==> config.mk <==
export PLATFORM = sky130hd
export DESIGN_NAME = gbs_ctrl
export DESIGN_NICKNAME = d
export VERILOG_FILES = /design/src/sv/gbs_pkg.sv /design/src/sv/gbs_ctrl.sv
export SDC_FILE = /design/constraint.sdc
export NUM_CORES = 1
export LEC_CHECK = 0
export BUFFER_PORTS_ARGS = -buffer_cell sky130_fd_sc_hd__buf_2
export CORE_UTILIZATION = 51
export DETAILED_ROUTE_END_ITERATION = 7
export GPL_ROUTABILITY_DRIVEN = 0
export PLACE_DENSITY = 0.75
export SKIP_CTS_REPAIR_TIMING = 1
export SKIP_LAST_GASP = 1
export SYNTH_ARGS = -nofsm -noshare
export SYNTH_HDL_FRONTEND = slang
export SYNTH_SLANG_ARGS = --single-unit
export TNS_END_PERCENT = 1
==> constraint.sdc <==
create_clock -name clk -period 2.3 [get_ports clk]
set_input_delay 0.46 -clock clk [delete_from_list [all_inputs] [get_ports clk]]
set_output_delay 0.46 -clock clk [all_outputs]
set_load 0.03 [all_outputs]
==> src/sv/gbs_pkg.sv <==
// Shared types, widths and sequencer codes for the gravity body step block.
package gbs_pkg;

    // Default table depth.
    localparam int MAX_BODIES_DEF = 16;

    // Field widths.
    localparam int POS_W  = 28;
    localparam int VEL_W  = 32;
    localparam int MASS_W = 8;
    localparam int DT_W   = 16;
    localparam int PIX_W  = 12;
    localparam int IDX_W  = 6;
    localparam int LIM_W  = 13;
    localparam int G_W    = 16;
    localparam int MIND_W = 16;

    // Internal arithmetic widths.
    localparam int D2_W   = 57;
    localparam int ROOT_W = 29;
    localparam int NUM_W  = 56;
    localparam int DEN_W  = 34;
    localparam int F_W    = 56;
    localparam int M_W    = 48;
    localparam int U_W    = 17;

    // 0.7 in Q0.16.
    localparam logic [15:0] SEVEN_TENTHS = 16'd45875;

    // Configuration register set.
    typedef struct packed {
        logic [LIM_W-1:0]  screen_width;
        logic [LIM_W-1:0]  screen_height;
        logic [G_W-1:0]    gravity_strength;
        logic [MIND_W-1:0] min_distance_squared;
    } cfg_t;

    // One table entry.
    typedef struct packed {
        logic [POS_W-1:0]  x;
        logic [POS_W-1:0]  y;
        logic [VEL_W-1:0]  vx;
        logic [VEL_W-1:0]  vy;
        logic [MASS_W-1:0] w;
    } body_t;

    // Command from the controller to the datapath.
    typedef struct packed {
        logic [5:0] op;
        logic       load;
        logic       step_go;
    } cmd_t;

    // Status from the datapath to the controller.
    typedef struct packed {
        logic sqrt_busy;
        logic div_busy;
    } stat_t;

    // Sequencer steps; the controller state and the datapath operation share these codes.
    localparam logic [5:0] ST_IDLE = 6'd0;
    localparam logic [5:0] ST_RDI  = 6'd1;
    localparam logic [5:0] ST_LATI = 6'd2;
    localparam logic [5:0] ST_GM   = 6'd3;
    localparam logic [5:0] ST_CHK  = 6'd4;
    localparam logic [5:0] ST_LATJ = 6'd5;
    localparam logic [5:0] ST_MXX  = 6'd6;
    localparam logic [5:0] ST_MYY  = 6'd7;
    localparam logic [5:0] ST_SUM  = 6'd8;
    localparam logic [5:0] ST_SQS  = 6'd9;
    localparam logic [5:0] ST_SQW  = 6'd10;
    localparam logic [5:0] ST_DVX  = 6'd11;
    localparam logic [5:0] ST_DWX  = 6'd12;
    localparam logic [5:0] ST_DVY  = 6'd13;
    localparam logic [5:0] ST_DWY  = 6'd14;
    localparam logic [5:0] ST_DVM  = 6'd15;
    localparam logic [5:0] ST_DWM  = 6'd16;
    localparam logic [5:0] ST_FX0  = 6'd17;
    localparam logic [5:0] ST_FX1  = 6'd18;
    localparam logic [5:0] ST_FX2  = 6'd19;
    localparam logic [5:0] ST_FX3  = 6'd20;
    localparam logic [5:0] ST_FY0  = 6'd21;
    localparam logic [5:0] ST_FY1  = 6'd22;
    localparam logic [5:0] ST_FY2  = 6'd23;
    localparam logic [5:0] ST_FY3  = 6'd24;
    localparam logic [5:0] ST_BDX  = 6'd25;
    localparam logic [5:0] ST_BWX  = 6'd26;
    localparam logic [5:0] ST_VX0  = 6'd27;
    localparam logic [5:0] ST_VX1  = 6'd28;
    localparam logic [5:0] ST_VX2  = 6'd29;
    localparam logic [5:0] ST_VX3  = 6'd30;
    localparam logic [5:0] ST_VX4  = 6'd31;
    localparam logic [5:0] ST_BDY  = 6'd32;
    localparam logic [5:0] ST_BWY  = 6'd33;
    localparam logic [5:0] ST_VY0  = 6'd34;
    localparam logic [5:0] ST_VY1  = 6'd35;
    localparam logic [5:0] ST_VY2  = 6'd36;
    localparam logic [5:0] ST_VY3  = 6'd37;
    localparam logic [5:0] ST_VY4  = 6'd38;
    localparam logic [5:0] ST_MX0  = 6'd39;
    localparam logic [5:0] ST_MX1  = 6'd40;
    localparam logic [5:0] ST_MY0  = 6'd41;
    localparam logic [5:0] ST_MY1  = 6'd42;
    localparam logic [5:0] ST_WB   = 6'd43;

endpackage

==> src/sv/gbs_ctrl.sv <==
// Controller: sequences loads, the pair loop and the per body update.
module gbs_ctrl
    import gbs_pkg::*;
#(
    parameter int MAX_BODIES = MAX_BODIES_DEF,
    parameter int IW = $clog2(MAX_BODIES)
)
(
    input  logic             clk,
    input  logic             rst_n,
    input  logic             start,
    input  logic             operation,
    input  stat_t            stat,
    output cmd_t             cmd,
    output logic [IW-1:0]    addr,
    output logic             busy,
    output logic             done,
    output logic [IDX_W-1:0] body_index,
    output logic             last_body
);

    localparam int CW = $clog2(MAX_BODIES + 1);

    logic [5:0]       state_reg, state_next;
    logic [CW-1:0]    count_reg, count_next;
    logic [IW-1:0]    i_reg, i_next;
    logic [CW-1:0]    j_reg, j_next;
    logic             done_reg, done_next;
    logic [IW-1:0]    idx_reg, idx_next;
    logic             last_reg, last_next;
    logic             accept;
    logic             is_last;

    assign accept  = start && (state_reg == ST_IDLE);
    assign is_last = ((CW'(i_reg) + 1'b1) == count_reg);

    // Next state and command.
    always_comb
    begin
        state_next  = state_reg;
        count_next  = count_reg;
        i_next      = i_reg;
        j_next      = j_reg;
        done_next   = 1'b0;
        idx_next    = idx_reg;
        last_next   = last_reg;
        cmd.op      = state_reg;
        cmd.load    = 1'b0;
        cmd.step_go = 1'b0;
        addr        = i_reg;
        unique case (state_reg)
            ST_IDLE:
            begin
                addr = count_reg[IW-1:0];
                if (accept && !operation && (count_reg < CW'(MAX_BODIES)))
                begin
                    cmd.load   = 1'b1;
                    count_next = count_reg + 1'b1;
                end
                if (accept && operation)
                begin
                    cmd.step_go = 1'b1;
                    i_next      = '0;
                    if (count_reg != '0)
                    begin
                        state_next = ST_RDI;
                    end
                end
            end
            ST_RDI:  state_next = ST_LATI;
            ST_LATI: state_next = ST_GM;
            ST_GM:
            begin
                j_next     = '0;
                state_next = ST_CHK;
            end
            ST_CHK:
            begin
                addr = j_reg[IW-1:0];
                if (j_reg == count_reg)
                begin
                    state_next = ST_BDX;
                end
                else if (j_reg == CW'(i_reg))
                begin
                    j_next = j_reg + 1'b1;
                end
                else
                begin
                    state_next = ST_LATJ;
                end
            end
            ST_LATJ: state_next = ST_MXX;
            ST_MXX:  state_next = ST_MYY;
            ST_MYY:  state_next = ST_SUM;
            ST_SUM:  state_next = ST_SQS;
            ST_SQS:  state_next = ST_SQW;
            ST_SQW:
            begin
                if (!stat.sqrt_busy)
                begin
                    state_next = ST_DVX;
                end
            end
            ST_DVX:  state_next = ST_DWX;
            ST_DWX:
            begin
                if (!stat.div_busy)
                begin
                    state_next = ST_DVY;
                end
            end
            ST_DVY:  state_next = ST_DWY;
            ST_DWY:
            begin
                if (!stat.div_busy)
                begin
                    state_next = ST_DVM;
                end
            end
            ST_DVM:  state_next = ST_DWM;
            ST_DWM:
            begin
                if (!stat.div_busy)
                begin
                    state_next = ST_FX0;
                end
            end
            ST_FX0:  state_next = ST_FX1;
            ST_FX1:  state_next = ST_FX2;
            ST_FX2:  state_next = ST_FX3;
            ST_FX3:  state_next = ST_FY0;
            ST_FY0:  state_next = ST_FY1;
            ST_FY1:  state_next = ST_FY2;
            ST_FY2:  state_next = ST_FY3;
            ST_FY3:
            begin
                j_next     = j_reg + 1'b1;
                state_next = ST_CHK;
            end
            ST_BDX:  state_next = ST_BWX;
            ST_BWX:
            begin
                if (!stat.div_busy)
                begin
                    state_next = ST_VX0;
                end
            end
            ST_VX0:  state_next = ST_VX1;
            ST_VX1:  state_next = ST_VX2;
            ST_VX2:  state_next = ST_VX3;
            ST_VX3:  state_next = ST_VX4;
            ST_VX4:  state_next = ST_BDY;
            ST_BDY:  state_next = ST_BWY;
            ST_BWY:
            begin
                if (!stat.div_busy)
                begin
                    state_next = ST_VY0;
                end
            end
            ST_VY0:  state_next = ST_VY1;
            ST_VY1:  state_next = ST_VY2;
            ST_VY2:  state_next = ST_VY3;
            ST_VY3:  state_next = ST_VY4;
            ST_VY4:  state_next = ST_MX0;
            ST_MX0:  state_next = ST_MX1;
            ST_MX1:  state_next = ST_MY0;
            ST_MY0:  state_next = ST_MY1;
            ST_MY1:  state_next = ST_WB;
            ST_WB:
            begin
                done_next = 1'b1;
                idx_next  = i_reg;
                last_next = is_last;
                if (is_last)
                begin
                    state_next = ST_IDLE;
                end
                else
                begin
                    i_next     = i_reg + 1'b1;
                    state_next = ST_RDI;
                end
            end
            default: state_next = ST_IDLE;
        endcase
    end

    // Control registers.
    always_ff @(posedge clk or negedge rst_n)
    begin
        if (!rst_n)
        begin
            state_reg <= ST_IDLE;
            count_reg <= '0;
            i_reg     <= '0;
            j_reg     <= '0;
            done_reg  <= 1'b0;
            idx_reg   <= '0;
            last_reg  <= 1'b0;
        end
        else
        begin
            state_reg <= state_next;
            count_reg <= count_next;
            i_reg     <= i_next;
            j_reg     <= j_next;
            done_reg  <= done_next;
            idx_reg   <= idx_next;
            last_reg  <= last_next;
        end
    end

    assign busy       = (state_reg != ST_IDLE);
    assign done       = done_reg;
    assign body_index = IDX_W'(idx_reg);
    assign last_body  = last_reg;

endmodule

# ---- Word-level counts from Yosys, hierarchy flattened
# Cells that the tools add are included.
dict set report classes {
  add_sub_neg 4
  mul 0
  div_mod_pow 0
  magnitude_cmp 1
  n_eq_ne 58
  shift 0
  muxes 23
  bitwise_logic 0
  n_reduce_logical 15
}
# operator count
set ops {}
lappend ops {{one-hot mux 6 bit (43 select lines)} 1}
lappend ops {{== test 6 x 5 -> 1 bit, second input constant} 16}
lappend ops {{== test 6 bit, second input constant} 12}
lappend ops {{2-to-1 mux 6 bit} 10}
lappend ops {{== test 6 x 4 -> 1 bit, second input constant} 8}
lappend ops {{== test 6 x 3 -> 1 bit, second input constant} 4}
lappend ops {{inequality test 2 bit, second input constant} 9}
lappend ops {{one-hot mux 4 bit (2 select lines)} 2}
lappend ops {{one-hot mux 5 bit (3 select lines)} 1}
lappend ops {{== test 6 x 2 -> 1 bit, second input constant} 2}
lappend ops {{adder 5 x 1 -> 5 bit, second input constant} 2}
lappend ops {{== test 5 bit} 2}
lappend ops {{2-to-1 mux 5 bit} 2}
lappend ops {{AND reduction 9 bit} 1}
lappend ops {{2-to-1 mux 4 bit} 2}
lappend ops {{== test 6 x 1 -> 1 bit, second input constant} 1}
lappend ops {{logical NOT 6 bit} 1}
lappend ops {{AND reduction 3 bit} 2}
lappend ops {{nonzero test 6 bit} 1}
lappend ops {{adder 4 x 1 -> 5 bit, second input constant} 1}
lappend ops {{== test 5 x 4 -> 1 bit} 1}
lappend ops {{< comparator 5 bit, second input constant} 1}
lappend ops {{nonzero test 5 bit} 1}
lappend ops {{adder 4 x 1 -> 4 bit, second input constant} 1}
lappend ops {{other kinds (10)} 17}
dict set report totals {
  ff_bits 26
  latch_bits 0
  mem_bits_rw 0
  rom_bits 0
  in_bits 6
  out_inout_bits 21
  wordCells 108
  n_memories 0
}

# ---- Longest topological paths before layout
dict set report depth {
  word_depth 6
  depth_mapped 7
}

# ---- Worst setup path after synthesis
# OpenSTA, ideal clock, no wires.
dict set report synth_path {
  path_type {register to register}
  startpoint {register state_reg[0]}
  endpoint {register count_reg[3]}
  setup_time_ps 130
  arrival_ps 2530
  path_slack_ps -360
  path_stages_with_launch 8
  n_path_buf 1
  period_less_slack_ps 2660
  path_cell_list {dfrtp_1 > buf_2 > or4_4 > nor3_4 > inv_2 > nor4b_4 > nand4_1 > xnor2_1}
}
dict set report synth_between {
  elab_chain_len 5
}
# item line
set synth_lines {}
lappend synth_lines {{start, declared} gbs_ctrl.sv:24} ;# logic [5:0] state_reg, state_next;
lappend synth_lines {{start signal, assigned} gbs_ctrl.sv:205} ;# state_reg <= state_next;
lappend synth_lines {{logical NOT 6 bit *} {gbs_ctrl.sv:34, gbs_ctrl.sv:51}}
lappend synth_lines {{logical AND 1 bit} gbs_ctrl.sv:34} ;# assign accept = start && (state_reg == ST_IDLE);
lappend synth_lines {{logical AND 1 bit (2 in series)} gbs_ctrl.sv:55} ;# if (accept && !operation && (count_reg < CW'(MAX_BODIES)))
lappend synth_lines {{AND reduction 2 bit (no line) *} n/a}
lappend synth_lines {{end signal, assigned} gbs_ctrl.sv:206} ;# count_reg <= count_next;
lappend synth_lines {{end, declared} gbs_ctrl.sv:25} ;# logic [CW-1:0] count_reg, count_next;
# Every way passes the cells marked *; elsewhere a longest branch is shown, timed or not.
# A chain may end at the register's enable or synchronous reset.

# ---- Final worst setup path
dict set report layout_path {
  startpoint {register state_reg[1]}
  endpoint {output addr[3]}
}
dict set report layout_between {
  elab_chain_len 2
  word_cells_on_any_way 3
}
# item line
set layout_lines {}
lappend layout_lines {{== test 6 x 3 -> 1 bit or logical NOT 6 bit (tied branches)} gbs_ctrl.sv:51} ;# unique case (state_reg)
lappend layout_lines {{one-hot mux 4 bit (2 select lines) *} gbs_ctrl.sv:51}
lappend layout_lines {{end, declared} gbs_ctrl.sv:15} ;# output logic [IW-1:0] addr,
# Marked as above.

==> flow_summary.toml <==
[outcome]
outcome = "complete, but fails checks"
violations = "setup timing"

[sta]
setup_viol = 8
fmax_ghz = 0.3953
skew_ps = 11.23
rsz0062_at_grt = "yes"
slew_violations = 0
worst_slew_pin_slew_ps = 609.5
fin_tns_setup_ps = -1437
min_period_ps = 2530
worst_slack_ps = -229.8
hold_ws_ps = 112.9
slew_headroom = 0.5937
fin_crit_sh = 1.100
final_hold_viol_count = 0

[logic_synthesis]
synthCells = 220
netlist_top_cells_area = "dfrtp_1, nand2_1, xnor2_1, xor2_1, o21ai_0"
ys_async_sr_fraction = 1.000
synth_edf_count = 0
yosysWarnings = 0
yosys.area.top_type = "dfrtp_1"
yosysSeqAreaShare = 0.3502
synth_area_um2 = 1858
ys.flop_type = "dfrtp_1"
synth_cell_type_count = 54
synth_top_cell_area_share = 0.3502
ys_ff_latch = 26
synth.avg_cell_area_um2 = 8.446

[setup_path]
reg2regPathDepth = 8
slowest_stage = "or4_4"
end_kind = "primary output"
path_cells = "or4_4, nor3_4, buf_4, a22oi_1, nand2_1, buf_6"
start_kind = "flop"
required_ps = 1840
critPathKind = "reg -> out"
arrival_ps = 2070
r2r-start = "state_reg[1]"
worstPathMaxFanout = 4
cpPeakStageDelay_ps = 560
r2r_slack_ps = -10
regToRegEndpoint = "j_reg[0]"

[cts]
clk_latency_ps = 330
cts_root_buffer = "clkbuf_4"
ctsLongestPathBuffers = 2
cts_inserted_buffers = 3
htreeDepth = 1
cts_tree = "yes"
clock_sinks = 26
clk_pin_slew_ps = 160

[grt]
grtUsageTotal = 0.2375
grt_pass1_wl_um = 7417
first_global_vias = 1569
grt_max_degree = 27
gr-total-overflow = 0
antenna_found_initial = 0

[floorplanning]
start_util = 0.5440
fp.dieArea_um2 = 3889
fp.dieH_um = 62.36
dieWidth_um = 62.36
io_pins = 27
core.rowCount = 21
core_area_um2 = 3416

[power]
p_leak_nw = 1.065
p_total_mw = 2.541
power_density_nw_per_um2 = 1156
vdd_drop_max_v = 0.0005751

[detailed_routing]
drt-total-wl_um = 4144
viasPerCell = 5.559
drtAntennaViolNets = 0
drcViolationCount = 0
firstDrtPassIters = 4
wl_per_cell_um = 13.95
dr.max_layer_used = "met4"
drt_iter0_markers = 163
dr_wl_met3_um = 118
vias = 1651
drt-met1-wl_um = 1939
route.met2.wl_um = 2015

[final_layout]
largest_reg_flops = 6
nets = 262
finalNonFillerCells = 297
final_cell_mix = "nand2_1, dfrtp_1, buf_4, buf_2, o21ai_0"
diodes = 0
fill_cells = 294
layout.cells.most_common = "nand2_1"
drive_gt1_frac = 0.2510
area_growth_pct = 18.32

[place]
place_inst = 290
portBuffers = 24
dpl.hpwl_um = 2980
pre_cts_slack_ps = 34.12

[run]
maxCapViolations = 0

[worst_hold_path]
hold_path_class = "in -> async"
## power by group
| part | internal [mW] | total, mW | switching, mW |
|---|---|---|---|
| sequential | 0.554 | 0.747 | 0.193 |
| clock | 0.176 | 0.322 | 0.146 |
| combinational | 0.638 | 1.47 | 0.833 |
| total | 1.37 | 2.54 | 1.17 |
## critical path: cells and delay by family, from the launching register on
family / cells / cell delay (ps)
simple gates: 3 / 920
compound gates: 1 / 70
flops: 1 / 430
buf+inv: 2 / 310
## how the worst max path moves through the flow
stage | cells after the start | startpoint | to
floorplan | 6 | state_reg[1] | count_reg[3]
global placement | 5 | state_reg[1] | cmd[1]
detailed placement | 5 | state_reg[1] | cmd[1]
CTS | 5 | state_reg[1] | cmd[1]
global route | 6 | state_reg[1] | addr[3]
finish | 6 | state_reg[1] | addr[3]
## kinds of logic (layout without fill, tap and decap cells)
kind of cell | Yosys count | count (layout) | share of synthesized area
AND/OR/NAND/NOR | 94 | 94 | 0.2802
AO/OA/AOI/OAI | 46 | 46 | 0.1663
flip-flops | 26 | 26 | 0.3502
buffers and inverters | 25 | 55 | 0.05589
XOR/XNOR | 18 | 18 | 0.08485
multiplexers | 6 | 6 | 0.03367
adder cells (fa/ha/maj) | 4 | 4 | 0.02694
other | 1 | 2 | 0.002018
## through the flow
stage                     cell area [µm²]  utilization
after detailed placement             2097       0.6139
after global routing                 2198       0.6436
final                                2198       0.6436
after CTS                            2150       0.6293
after global placement               2097       0.6139
after floorplan                      1876            -
## synthesized netlist by cell type (3+ instances only)
library cell	count
nand2_1	37
and3_1	3
inv_1	5
clkbuf_1	13
a21oi_1	7
xor2_1	7
nand2b_1	6
dfrtp_1	26
nor2_1	9
nand3_1	6
o21ai_0	12
nor2b_1	6
xnor2_1	11
nor3_1	4
a21o_1	3
a22oi_1	4
a31oi_1	6
a22o_1	3
nand4_1	4
ha_1	4
nand3b_1	3
mux2i_1	4
## metal layers
layer | vias up | GRT usage
met5 | - | 0
met3 | 8 | 0.02574
met4 | 0 | 0.07558
met2 | 31 | 0.3915
li1 | 829 | -
met1 | 783 | 0.3260
## area by class of cell
cell class,instances,area (µm²),area share
multi-input cells,170,1110,0.5048
flip-flops and latches,26,655.6,0.2982
repair buffers,44,294.0,0.1338
well taps,46,57.56,0.02618
clock inverters,1,30.03,0.01366
inverters,7,28.78,0.01309
clock buffers,3,22.52,0.01024
Note: power is estimated with default switching activity, not from simulation.
